[src/rtl/core/e2u_pkg.sv]
// Shared constants and types for the epoch to UTC calendar converter.
// No dependencies; imported by every module of the block.
package e2u_pkg;

    // Seconds to days: (secs >> 7) / 675, by reciprocal ceil(2^35 / 675)
    localparam logic [25:0] DAY_RECIP     = 26'd50903317;
    localparam logic [16:0] SECS_PER_DAY  = 17'd86400;

    // Days to era and day of era, counted from 0000-03-01
    localparam logic [19:0] DAY_SHIFT     = 20'd719468;
    localparam logic [19:0] ERA5_START    = 20'd730485;
    localparam logic [19:0] ERA4_START    = 20'd584388;
    localparam logic [17:0] DOE_CENT      = 18'd36524;
    localparam logic [17:0] DOE_LAST      = 18'd146096;
    localparam logic [11:0] YEAR_ERA4     = 12'd1600;
    localparam logic [11:0] YEAR_ERA5     = 12'd2000;

    // (doe >> 2) / 365 and t / 365, by reciprocals ceil(2^25 / 365), ceil(2^27 / 365)
    localparam logic [16:0] Q1460_RECIP   = 17'd91930;
    localparam logic [18:0] YOE_RECIP     = 19'd367720;
    localparam logic [8:0]  DAYS_PER_YEAR = 9'd365;

    // (5 * doy + 2) / 153, by reciprocal ceil(2^19 / 153)
    localparam logic [11:0] MP_RECIP      = 12'd3427;

    // Time of day: (sod >> 4) / 225 and (rem >> 2) / 15
    localparam logic [13:0] HOUR_RECIP    = 14'd9321;
    localparam logic [10:0] MIN_RECIP     = 11'd1093;
    localparam logic [11:0] SECS_PER_HOUR = 12'd3600;
    localparam logic [11:0] SECS_PER_MIN  = 12'd60;

    // Weekday: s / 7 by reciprocal ceil(2^15 / 7)
    localparam logic [12:0] DOW_RECIP     = 13'd4682;
    // March month offset plus day 31
    localparam logic [11:0] DOW_MAR_BIAS  = 12'd33;

    localparam logic [3:0]  MONTH_FEB     = 4'd2;
    localparam logic [3:0]  MONTH_MAR     = 4'd3;
    localparam logic [3:0]  MONTH_OCT     = 4'd10;
    localparam logic [4:0]  MONTH_DAYS_31 = 5'd31;

    typedef struct packed {
        logic [11:0] year;
        logic [3:0]  month;
        logic [4:0]  day;
    } t_date;

    // First day of each month in the March-based year, (153 * mp + 2) / 5
    function automatic logic [8:0] month_start(input logic [3:0] mp);
        logic [8:0] v;
        case (mp)
            4'd0:    v = 9'd0;
            4'd1:    v = 9'd31;
            4'd2:    v = 9'd61;
            4'd3:    v = 9'd92;
            4'd4:    v = 9'd122;
            4'd5:    v = 9'd153;
            4'd6:    v = 9'd184;
            4'd7:    v = 9'd214;
            4'd8:    v = 9'd245;
            4'd9:    v = 9'd275;
            4'd10:   v = 9'd306;
            4'd11:   v = 9'd337;
            default: v = 9'd0;
        endcase
        return v;
    endfunction

endpackage

[src/rtl/core/epoch_to_utc_calendar_dst.sv]
// Epoch to UTC calendar converter, top level: eleven-stage date pipeline.
// Depends on e2u_pkg, e2u_tod and e2u_dst.
//
// Usage:
//   Drive i_epoch_seconds with start high; the beat is taken at any rising edge where
//   busy is low. busy is high only while i_rst_n is held low, so one beat can be
//   taken every cycle.
//   Each beat comes back on the o_cal_* ports and
//   o_summer_time_active, marked by a one-cycle o_valid strobe. Results leave in
//   the order beats were taken, one per cycle at most.
//   Throughput is one beat per cycle outside reset; the latency is set by the chain of
//   reciprocal multiplies (days, leap correction, year of era, month, weekday),
//   each followed by its own register.
//   Reset clears the valid bits only; no beat in flight is delivered after it.
//   The receiver cannot stall: a result is on the ports for its strobe cycle
//   only and must be captured then.
module epoch_to_utc_calendar_dst
    import e2u_pkg::*;
(
    input  logic        i_clk,
    input  logic        i_rst_n,
    input  logic        start,
    input  logic [31:0] i_epoch_seconds,
    output logic        busy,
    output logic        o_valid,
    output logic [11:0] o_cal_year,
    output logic [3:0]  o_cal_month,
    output logic [4:0]  o_cal_day,
    output logic [4:0]  o_cal_hour,
    output logic [5:0]  o_cal_minute,
    output logic [5:0]  o_cal_second,
    output logic        o_summer_time_active
);

    localparam int unsigned LATENCY = 11;

    logic [LATENCY-1:0] r_vld;
    logic [LATENCY-1:0] n_vld;

    // Stage 1: day count by reciprocal
    logic [50:0] n_s1_prod;
    logic [15:0] r_s1_days;
    logic [31:0] r_s1_secs;
    // Stage 2: seconds of day
    logic [32:0] n_s2_diff;
    logic [15:0] r_s2_days;
    logic [16:0] r_s2_sod;
    // Stage 3: era and day of era
    logic [19:0] n_s3_z;
    logic        n_s3_era5;
    logic [19:0] n_s3_doe;
    logic        r_s3_era5;
    logic [17:0] r_s3_doe;
    logic [16:0] r_s3_sod;
    // Stage 4: leap corrections
    logic [31:0] n_s4_prod;
    logic [2:0]  n_s4_cent;
    logic [6:0]  r_s4_q1460;
    logic [2:0]  r_s4_cent;
    logic        r_s4_last;
    logic        r_s4_era5;
    logic [17:0] r_s4_doe;
    logic [16:0] r_s4_sod;
    // Stage 5: corrected day of era
    logic [17:0] n_s5_t;
    logic [17:0] r_s5_t;
    logic        r_s5_era5;
    logic [17:0] r_s5_doe;
    logic [16:0] r_s5_sod;
    // Stage 6: year of era
    logic [36:0] n_s6_prod;
    logic [8:0]  r_s6_yoe;
    logic        r_s6_era5;
    logic [17:0] r_s6_doe;
    logic [16:0] r_s6_sod;
    // Stage 7: day of year and March-based year
    logic [1:0]  n_s7_cent;
    logic [17:0] n_s7_ystart;
    logic [17:0] n_s7_doy;
    logic [11:0] r_s7_year;
    logic [8:0]  r_s7_doy;
    logic [16:0] r_s7_sod;
    // Stage 8: month index
    logic [10:0] n_s8_x;
    logic [22:0] n_s8_prod;
    logic [3:0]  r_s8_mp;
    logic [8:0]  r_s8_doy;
    logic [11:0] r_s8_year;
    // Stage 9: civil date
    logic [8:0]  n_s9_day;
    t_date       n_s9_date;
    t_date       r_s9_date;
    // Stages 10 and 11: hold date beside the summer time and time-of-day units
    t_date       r_s10_date;
    t_date       r_s11_date;

    logic [4:0]  w_hour_early;

    assign busy  = ~i_rst_n;
    assign n_vld = {r_vld[LATENCY-2:0], start & ~busy};

    always_ff @(posedge i_clk) begin
        if (!i_rst_n) begin
            r_vld <= '0;
        end else begin
            r_vld <= n_vld;
        end
    end

    always_comb begin
        n_s1_prod = 51'(i_epoch_seconds[31:7]) * 51'(DAY_RECIP);

        n_s2_diff = 33'(r_s1_secs) - 33'(r_s1_days) * 33'(SECS_PER_DAY);

        n_s3_z    = 20'(r_s2_days) + DAY_SHIFT;
        n_s3_era5 = (n_s3_z >= ERA5_START);
        n_s3_doe  = n_s3_z - (n_s3_era5 ? ERA5_START : ERA4_START);

        n_s4_prod = 32'(r_s3_doe[17:2]) * 32'(Q1460_RECIP);
        n_s4_cent = 3'(r_s3_doe >= DOE_CENT) + 3'(r_s3_doe >= 18'(2 * DOE_CENT))
                  + 3'(r_s3_doe >= 18'(3 * DOE_CENT)) + 3'(r_s3_doe >= DOE_LAST);

        n_s5_t = r_s4_doe - 18'(r_s4_q1460) + 18'(r_s4_cent) - 18'(r_s4_last);

        n_s6_prod = 37'(r_s5_t) * 37'(YOE_RECIP);

        n_s7_cent   = 2'(r_s6_yoe >= 9'd100) + 2'(r_s6_yoe >= 9'd200)
                    + 2'(r_s6_yoe >= 9'd300);
        n_s7_ystart = 18'(r_s6_yoe) * 18'(DAYS_PER_YEAR) + 18'(r_s6_yoe[8:2])
                    - 18'(n_s7_cent);
        n_s7_doy    = r_s6_doe - n_s7_ystart;

        n_s8_x    = 11'(r_s7_doy) * 11'd5 + 11'd2;
        n_s8_prod = 23'(n_s8_x) * 23'(MP_RECIP);

        n_s9_day        = r_s8_doy - month_start(r_s8_mp) + 9'd1;
        n_s9_date.day   = n_s9_day[4:0];
        n_s9_date.month = (r_s8_mp < 4'd10) ? r_s8_mp + 4'd3 : r_s8_mp - 4'd9;
        // January and February belong to the next civil year
        n_s9_date.year  = r_s8_year + 12'(n_s9_date.month <= MONTH_FEB);
    end

    always_ff @(posedge i_clk) begin
        r_s1_days  <= n_s1_prod[50:35];
        r_s1_secs  <= i_epoch_seconds;

        r_s2_days  <= r_s1_days;
        r_s2_sod   <= n_s2_diff[16:0];

        r_s3_era5  <= n_s3_era5;
        r_s3_doe   <= n_s3_doe[17:0];
        r_s3_sod   <= r_s2_sod;

        r_s4_q1460 <= n_s4_prod[31:25];
        r_s4_cent  <= n_s4_cent;
        r_s4_last  <= (r_s3_doe == DOE_LAST);
        r_s4_era5  <= r_s3_era5;
        r_s4_doe   <= r_s3_doe;
        r_s4_sod   <= r_s3_sod;

        r_s5_t     <= n_s5_t;
        r_s5_era5  <= r_s4_era5;
        r_s5_doe   <= r_s4_doe;
        r_s5_sod   <= r_s4_sod;

        r_s6_yoe   <= n_s6_prod[35:27];
        r_s6_era5  <= r_s5_era5;
        r_s6_doe   <= r_s5_doe;
        r_s6_sod   <= r_s5_sod;

        r_s7_year  <= 12'(r_s6_yoe) + (r_s6_era5 ? YEAR_ERA5 : YEAR_ERA4);
        r_s7_doy   <= n_s7_doy[8:0];
        r_s7_sod   <= r_s6_sod;

        r_s8_mp    <= n_s8_prod[22:19];
        r_s8_doy   <= r_s7_doy;
        r_s8_year  <= r_s7_year;

        r_s9_date  <= n_s9_date;
        r_s10_date <= r_s9_date;
        r_s11_date <= r_s10_date;
    end

    e2u_tod u_tod (
        .i_clk        (i_clk),
        .i_sod        (r_s7_sod),
        .o_hour_early (w_hour_early),
        .o_hour       (o_cal_hour),
        .o_minute     (o_cal_minute),
        .o_second     (o_cal_second)
    );

    e2u_dst u_dst (
        .i_clk  (i_clk),
        .i_date (r_s9_date),
        .i_hour (w_hour_early),
        .o_dst  (o_summer_time_active)
    );

    assign o_valid     = r_vld[LATENCY-1];
    assign o_cal_year  = r_s11_date.year;
    assign o_cal_month = r_s11_date.month;
    assign o_cal_day   = r_s11_date.day;

endmodule

[src/rtl/core/e2u_tod.sv]
// Time-of-day splitter: seconds of day into hour, minute and second, four stages.
// Depends on e2u_pkg.
module e2u_tod
    import e2u_pkg::*;
(
    input  logic        i_clk,
    input  logic [16:0] i_sod,
    output logic [4:0]  o_hour_early,
    output logic [4:0]  o_hour,
    output logic [5:0]  o_minute,
    output logic [5:0]  o_second
);

    logic [26:0] n_t1_prod;
    logic [4:0]  r_t1_hour;
    logic [16:0] r_t1_sod;

    logic [11:0] n_t2_rem;
    logic [4:0]  r_t2_hour;
    logic [11:0] r_t2_rem;

    logic [20:0] n_t3_prod;
    logic [5:0]  r_t3_min;
    logic [11:0] r_t3_rem;
    logic [4:0]  r_t3_hour;

    logic [11:0] n_t4_sec;
    logic [4:0]  r_t4_hour;
    logic [5:0]  r_t4_min;
    logic [5:0]  r_t4_sec;

    always_comb begin
        n_t1_prod = 27'(i_sod[16:4]) * 27'(HOUR_RECIP);
        n_t2_rem  = 12'(r_t1_sod - 17'(r_t1_hour) * 17'(SECS_PER_HOUR));
        n_t3_prod = 21'(r_t2_rem[11:2]) * 21'(MIN_RECIP);
        n_t4_sec  = r_t3_rem - 12'(r_t3_min) * SECS_PER_MIN;
    end

    always_ff @(posedge i_clk) begin
        r_t1_hour <= n_t1_prod[25:21];
        r_t1_sod  <= i_sod;
        r_t2_hour <= r_t1_hour;
        r_t2_rem  <= n_t2_rem;
        r_t3_min  <= n_t3_prod[19:14];
        r_t3_rem  <= r_t2_rem;
        r_t3_hour <= r_t2_hour;
        r_t4_hour <= r_t3_hour;
        r_t4_min  <= r_t3_min;
        r_t4_sec  <= n_t4_sec[5:0];
    end

    assign o_hour_early = r_t2_hour;
    assign o_hour       = r_t4_hour;
    assign o_minute     = r_t4_min;
    assign o_second     = r_t4_sec;

endmodule

[src/rtl/core/e2u_dst.sv]
// European summer time flag from date and hour, two stages.
// Depends on e2u_pkg (t_date, weekday and month constants).
module e2u_dst
    import e2u_pkg::*;
(
    input  logic        i_clk,
    input  t_date       i_date,
    input  logic [4:0]  i_hour,
    output logic        o_dst
);

    logic [4:0]  n_cent;
    logic [2:0]  n_quad;
    logic [11:0] n_sum;
    logic [24:0] n_prod;

    logic [11:0] r_sum;
    logic [9:0]  r_q7;
    t_date       r_date;
    logic        r_hour0;

    logic [11:0] n_rem7;
    logic [2:0]  n_dow_mar;
    logic [2:0]  n_dow_oct;
    logic [4:0]  n_sun_mar;
    logic [4:0]  n_sun_oct;
    logic        n_dst;
    logic        r_dst;

    // Weekday of March 31st: y + y/4 - y/100 + y/400 + offset + 31, mod 7
    always_comb begin
        n_cent = (i_date.year >= 12'd2100) ? 5'd21 :
                 (i_date.year >= 12'd2000) ? 5'd20 : 5'd19;
        n_quad = (i_date.year >= 12'd2000) ? 3'd5 : 3'd4;
        n_sum  = i_date.year + {2'b00, i_date.year[11:2]} - 12'(n_cent)
                 + 12'(n_quad) + DOW_MAR_BIAS;
        n_prod = 25'(n_sum) * 25'(DOW_RECIP);
    end

    always_ff @(posedge i_clk) begin
        r_sum   <= n_sum;
        r_q7    <= n_prod[24:15];
        r_date  <= i_date;
        r_hour0 <= (i_hour == 5'd0);
    end

    // October 31st falls four weekdays after March 31st
    always_comb begin
        n_rem7    = r_sum - 12'(r_q7) * 12'd7;
        n_dow_mar = n_rem7[2:0];
        n_dow_oct = (n_dow_mar >= 3'd3) ? n_dow_mar - 3'd3 : n_dow_mar + 3'd4;
        n_sun_mar = MONTH_DAYS_31 - 5'(n_dow_mar);
        n_sun_oct = MONTH_DAYS_31 - 5'(n_dow_oct);
        if (r_date.month < MONTH_MAR || r_date.month > MONTH_OCT) begin
            n_dst = 1'b0;
        end else if (r_date.month == MONTH_MAR) begin
            n_dst = (r_date.day > n_sun_mar) || (r_date.day == n_sun_mar && !r_hour0);
        end else if (r_date.month == MONTH_OCT) begin
            n_dst = (r_date.day < n_sun_oct) || (r_date.day == n_sun_oct && r_hour0);
        end else begin
            n_dst = 1'b1;
        end
    end

    always_ff @(posedge i_clk) begin
        r_dst <= n_dst;
    end

    assign o_dst = r_dst;

endmodule

[config.mk]
export PLATFORM = sky130hd
export DESIGN_NAME = epoch_to_utc_calendar_dst
export DESIGN_NICKNAME = d
export VERILOG_FILES = /design/src/rtl/core/e2u_pkg.sv /design/src/rtl/core/epoch_to_utc_calendar_dst.sv /design/src/rtl/core/e2u_tod.sv /design/src/rtl/core/e2u_dst.sv
export SDC_FILE = /design/constraint.sdc
export NUM_CORES = 2
export LEC_CHECK = 0
export BUFFER_PORTS_ARGS = -buffer_cell sky130_fd_sc_hd__buf_2
export CORE_MARGIN = 5
export CORE_UTILIZATION = 70
export CTS_CLUSTER_SIZE = 12
export DETAILED_ROUTE_END_ITERATION = 7
export GPL_TIMING_DRIVEN = 0
export PLACE_DENSITY = 0.84
export SYNTH_ARGS = -nofsm -noshare
export SYNTH_HDL_FRONTEND = slang
export SYNTH_SLANG_ARGS = --single-unit
[constraint.sdc]
create_clock -name i_clk -period 14.63 [get_ports i_clk]
set_input_delay 2.926 -clock i_clk [delete_from_list [all_inputs] [get_ports i_clk]]
set_output_delay 2.926 -clock i_clk [all_outputs]
set_load 0.02 [all_outputs]
# Word level (Yosys, flattened, before mapping)
# Memories as Yosys holds them, arrays and structs flattened. A register that Yosys moved wholly into a read port is not among the register bits.
# Index checks and enable logic that the tools add are counted.
# classes
n_addsub,32
n_mul,13
div,0
n_lt_le_gt_ge,17
eq_ne,5
shift,0
muxes,9
bitwise_logic,2
n_reduce_logical,7
# op_table
operator,count
$mul A25 B26 Y51 const B,1
$ge A18 B17 Y1 const B,2
$mul A18 B16 Y33 const B,1
$mul A16 B16 Y31 const B,1
$mul A13 B14 Y26 const B,1
$mul A12 B12 Y24 const B,1
$mul A11 B12 Y23 const B,1
$add A16 B20 Y20 const B,1
$ge A20 B20 Y1 const B,1
$mul A10 B11 Y20 const B,1
$add A18 B3 Y18,1
$eq A18 B18 Y1 const B,1
$ge A18 B16 Y1 const B,1
$ge A18 B18 Y1 const B,1
$mux W18,1
$sub A18 B1 Y18,1
$sub A18 B18 Y18,1
$sub A18 B7 Y18,1
$sub A17 B17 Y17,1
$mul A16 B10 Y10 const B,1
$add A12 B1 Y12,1
$add A12 B10 Y12,1
$add A12 B3 Y12,1
$add A12 B6 Y12 const B,1
other kinds (51),60
# word_totals
ff_bits,446
latch_bits,0
ram_bits,0
rom_bits,144
in_bits,35
n_memories,1
# mem_list
memory,depth,word_bits,read_ports,rd_clocked_by_memory_dff,wr,line_no,text
(no name shown),16,9,1,1,0,e2u_pkg.sv:51,case (mp)

# Longest topological paths before layout
# logic_depth
depth_word,10
mapped_depth,33

# Modules after synthesis
# A second synthesis with hierarchy kept.
# unflattened
cells_unflattened,3889
hier_area_um2,42050.3
# by_module_without_submodules
module,n_inst,cells_each,area_per_inst_um2
epoch_to_utc_calendar_dst,1,3109,34102.7
e2u_tod,1,470,5116.2
e2u_dst,1,310,2831.5

# Worst setup path after synthesis
# No wires, ideal clock.
# synth_path
path_kind,input -> register
start,input i_epoch_seconds[26]
end,register r_s1_days[15]
setup_time_ns,0.124
arrival_time_ns,8.342
required_ns,14.506
path_slack_ns,6.164
stages,21
n_path_buf,0
cell_sequence,fa_1 > ha_1 > inv_1 > fa_1 > inv_1 > fa_1 > inv_1 > fa_1 > inv_1 > fa_1 > fa_1 > ha_1 > nand4_1 > nor3_1 > o2111ai_1 > a21oi_2 > o41ai_4 > a311oi_4 > a31o_1 > a311oi_2 > xnor2_1
# synth_between
elab_chain_cells,1
# synth_lines
item,line_no,text
from (decl),epoch_to_utc_calendar_dst.sv:23,"input logic [31:0] i_epoch_seconds,"
$mul A25 B26 Y51,epoch_to_utc_calendar_dst.sv:111,n_s1_prod = 51'(i_epoch_seconds[31:7]) * 51'(DAY_RECIP);
via n_s1_prod[50],epoch_to_utc_calendar_dst.sv:41,logic [50:0] n_s1_prod;
to (signal assigned),epoch_to_utc_calendar_dst.sv:144,r_s1_days <= n_s1_prod[50:35];
to (decl),epoch_to_utc_calendar_dst.sv:42,logic [15:0] r_s1_days;
# The timed path passes the listed nets, and every way through them passes these cells.
# A chain may end at the register's enable or synchronous reset.

# Worst setup path after layout
# layout_path
start,input i_epoch_seconds[28]
end,register r_s1_days[15]
# Same word-level chain as after synthesis.

==> key figures <==
Floorplan
  • IO Count: 76
  • Starting density of the core: 70.59%
  • Die width: 253.7 µm
  • Die area: around 64000 µm²
  • Row count: 89
  • Placeable Area: 58910 µm²
  • Die Ht: 253.7 µm

Drt
  • Mean routed wirelength per cell: between 15 and 20 µm
  • DR vias: around 26000
  • Antenna Nets Post-Route: 0
  • TritonRoute pass-1 iters: 5
  • Residual DRC count: 0
  • Vias per cell: 5.399
  • Final WL: 78160 µm
  • Initial drt markers: 966

Critical path
  • Buf/Inv on CP: 5
  • Critical setup path kind: in2reg
  • Delay of the slowest critical-path stage: 0.54 ns
  • Sequence of cells on the critical path: buf_2 -> fa_1 -> ha_1 -> inv_1 -> fa_1 -> inv_1 -> fa_1 -> inv_1 -> fa_1 -> inv_1 -> fa_1 -> fa_1 -> ha_1 -> nand4_1 -> nor3_1 -> o2111ai_1 -> a21oi_2 -> o41ai_4 -> a311oi_4 -> a31o_1 -> a311oi_2 -> xnor2_1
  • CP dominant cell by count: fa_1
  • Required @ worst endpoint: 15.10 ns
  • Worst-path maximum fanout: 8
  • Critical Path AT: 9.12 ns
  • R2r setup slk: 6.96 ns
  • Setup crit start kind: input port
  • Setup crit end kind: flip-flop
  • Crit-path leading delay family: adder cells
  • Slowest-stage cell, CP: fa_1

Final layout
  • Share of cells above drive strength 1: 4.284%
  • # fillers: 3741
  • Multi-input gate area: 29110 µm²
  • Flip-flop and latch area: a little under 9000 µm²
  • Layout net count: ~5600
  • Layout area overhead: 6.824%
  • Commonest non-fill, non-tap cell in the layout: ha_1
  • Most frequent cells in the layout: 1044 x ha_1, 953 x inv_1, 508 x fa_1, 444 x dfxtp_1, 138 x xnor2_1
  • Final Cell Area: 44420 µm²
  • Number of diodes: 0

Clock network
  • H-tree Lvls: 2
  • CTS tree: built
  • Post-cts sizing count: 0
  • Max clock buf depth: 3
  • Clock Sinks: 444
  • Reg clk slew, reported paths: 0.06 ns
  • Root Driver: clkbuf_16
  • Postcts setup bufs: 0
  • CTS Buf Count: 47
  • Latest clock arrival within the worst-skew pair: roughly 0.58 ns
  • Hold buffer count at cts: 0

Timing
  • Highest clock rate: approximately 0.12 GHz
  • Clock Skew: 0.02741 ns
  • Setup TNS: 0 ns
  • Final hold vios: 0
  • Final worst path period need: 8.650 ns
  • Fin crit share: 59.12%
  • PnR worst setup slack: approximately 6 ns
  • Max transition margin: 28.54%
  • Worst-margin pin slew: ~1.1 ns
  • Final Max Slew Viols: 0
  • Unrepaired setup endpoints after global routing: false
  • Final setup viols: 0

Global routing
  • Initial antenna violation count: 0
  • Vias in the first global route: 28410
  • Gr usage total: 25.30%
  • Largest net degree at the start of global routing: 15
  • Grt ovf: 0
  • First-pass GRT wire length: 132800 µm

Logic synthesis
  • Ys async rst share: 0%
  • Post-synth top flop: dfxtp_1
  • EDFF count, synth: 0
  • YS warnings: 0
  • Seq/Total Area, Yosys: 21.37%
  • Synthesized area: about 42000 µm²
  • Syn nets: 5430
  • Synth cell types: just under 70
  • #FFs+latches synth: between 400 and 500
  • Synth Instances: 3843
  • Mean Syn Cell Area: 10.82 µm²

Placed design
  • Area after DPL: 42930 µm²
  • DPL Wire Length: 65320 µm
  • I/O Buffers: 75
  • Setup Slack @ Placement: 5.387 ns
  • Gp weighted congestion: ~0.89

Worst hold path
  • Tightest Hold Check Type: reg2reg

Outcome
  • Status: finished, final reports clean

Run
  • Maximum capacitance violations: 0
==> worst reg2reg max path, delay by kind of cell, from the launching register on <==
family	cells	cell delay, ns
DFF	1	0.46
muxes	1	0.28
adders and majority gates	9	3.46
xor gates and xnor gates	2	0.70
buffers and inverters	3	0.26
and+or+nand+nor	3	0.35
AOI/OAI and AO/OA	12	2.06
==> worst paths after layout <==
check                                          from       endpoint  cells past startpoint
worst max-delay path            i_epoch_seconds[28]  r_s1_days[15]                     22
worst min-delay path                   r_s6_sod[11]   r_s7_sod[11]                      0
worst max register to register          r_s7_doy[1]      flip-flop                     30
worst min register to register         r_s6_sod[11]   r_s7_sod[11]                      0
==> synth_stat cells, types with 6 or more instances <==
| master | number | area, µm² |
|---|---|---|
| ha_1 | 1044 | 13060 |
| inv_1 | 953 | 3577 |
| fa_1 | 508 | 10170 |
| dfxtp_1 | 444 | 8889 |
| xnor2_1 | 138 | 1209 |
| a21oi_1 | 107 | 535.5 |
| nor2_1 | 81 | 304.0 |
| nand2_1 | 67 | 251.5 |
| xor2_1 | 59 | 516.8 |
| a21o_1 | 55 | 412.9 |
| o21ai_0 | 44 | 220.2 |
| nand3_1 | 29 | 145.1 |
| nor3_1 | 27 | 135.1 |
| o21a_1 | 25 | 187.7 |
| nand4_1 | 21 | 131.4 |
| nor2b_1 | 18 | 112.6 |
| a211oi_1 | 17 | 127.6 |
| and2_1 | 17 | 106.4 |
| o21bai_1 | 16 | 120.1 |
| nand2b_1 | 14 | 87.58 |
| and3_1 | 12 | 75.07 |
| a31oi_1 | 10 | 62.56 |
| o211ai_1 | 10 | 75.07 |
| or3_1 | 10 | 62.56 |
| a31o_2 | 7 | 61.31 |
| o21ai_1 | 7 | 35.03 |
| a21oi_2 | 6 | 52.55 |
| or2_2 | 6 | 37.54 |
| or4_1 | 6 | 45.04 |
==> cell type report <==
class | count | share of cell area [%]
buffer | 3 | 0.02535
clock buffer | 62 | 2.955
clock inverter | 12 | 0.4112
inverter | 953 | 8.053
multi-input combinational | 2443 | 65.52
sequential | 444 | 20.01
tap | 773 | 2.177
timing repair buffer | 75 | 0.8450
==> stage by stage <==
stage / hold slack, ns / instances / utilization (%)
floorplan: 0.3096 / 3843 / -
global placement: 0.3096 / 4691 / 72.87
detailed placement: 0.3121 / 4691 / 72.87
CTS: 0.3204 / 4765 / 75.41
global route: 0.3208 / 4765 / 75.41
finish: 0.3164 / 4765 / 75.41
==> layer usage <==
metal,routed length [µm],track usage (%),vias up
li1,-,-,12520
met1,31530,30.10,12530
met3,3208,3.695,190
met2,40780,47.12,485
met5,0,0,-
met4,2641,8.239,0
==> flip-flops by register name, indices dropped and copies added (netlist names), 16 cells and up, named ones only <==
signal	flops
r_s1_days	16
r_s4_doe	18
r_s6_sod	17
r_s3_doe	18
r_s5_t	18
r_s7_sod	17
r_s2_sod	17
r_s5_sod	17
r_s4_sod	17
r_s2_days	16
r_s9_date	21
r_s3_sod	17
r_s1_secs	17
==> cells by family (layout without fill, tap and decap cells) <==
logic type | Yosys count | in the layout | synth area share [%]
adder cells (fa/ha/maj) | 1552 | 1552 | 55.87
XOR/XNOR | 198 | 198 | 4.188
buffers and inverters | 956 | 1105 | 8.629
flip-flops | 444 | 444 | 21.37
AND/OR/NAND/NOR | 324 | 324 | 3.896
AO/OA/AOI/OAI | 365 | 365 | 5.945
multiplexers | 4 | 4 | 0.09929
Power is not shown: default switching activity piles up to over one toggle a cycle in this logic, so the estimate is an artifact.
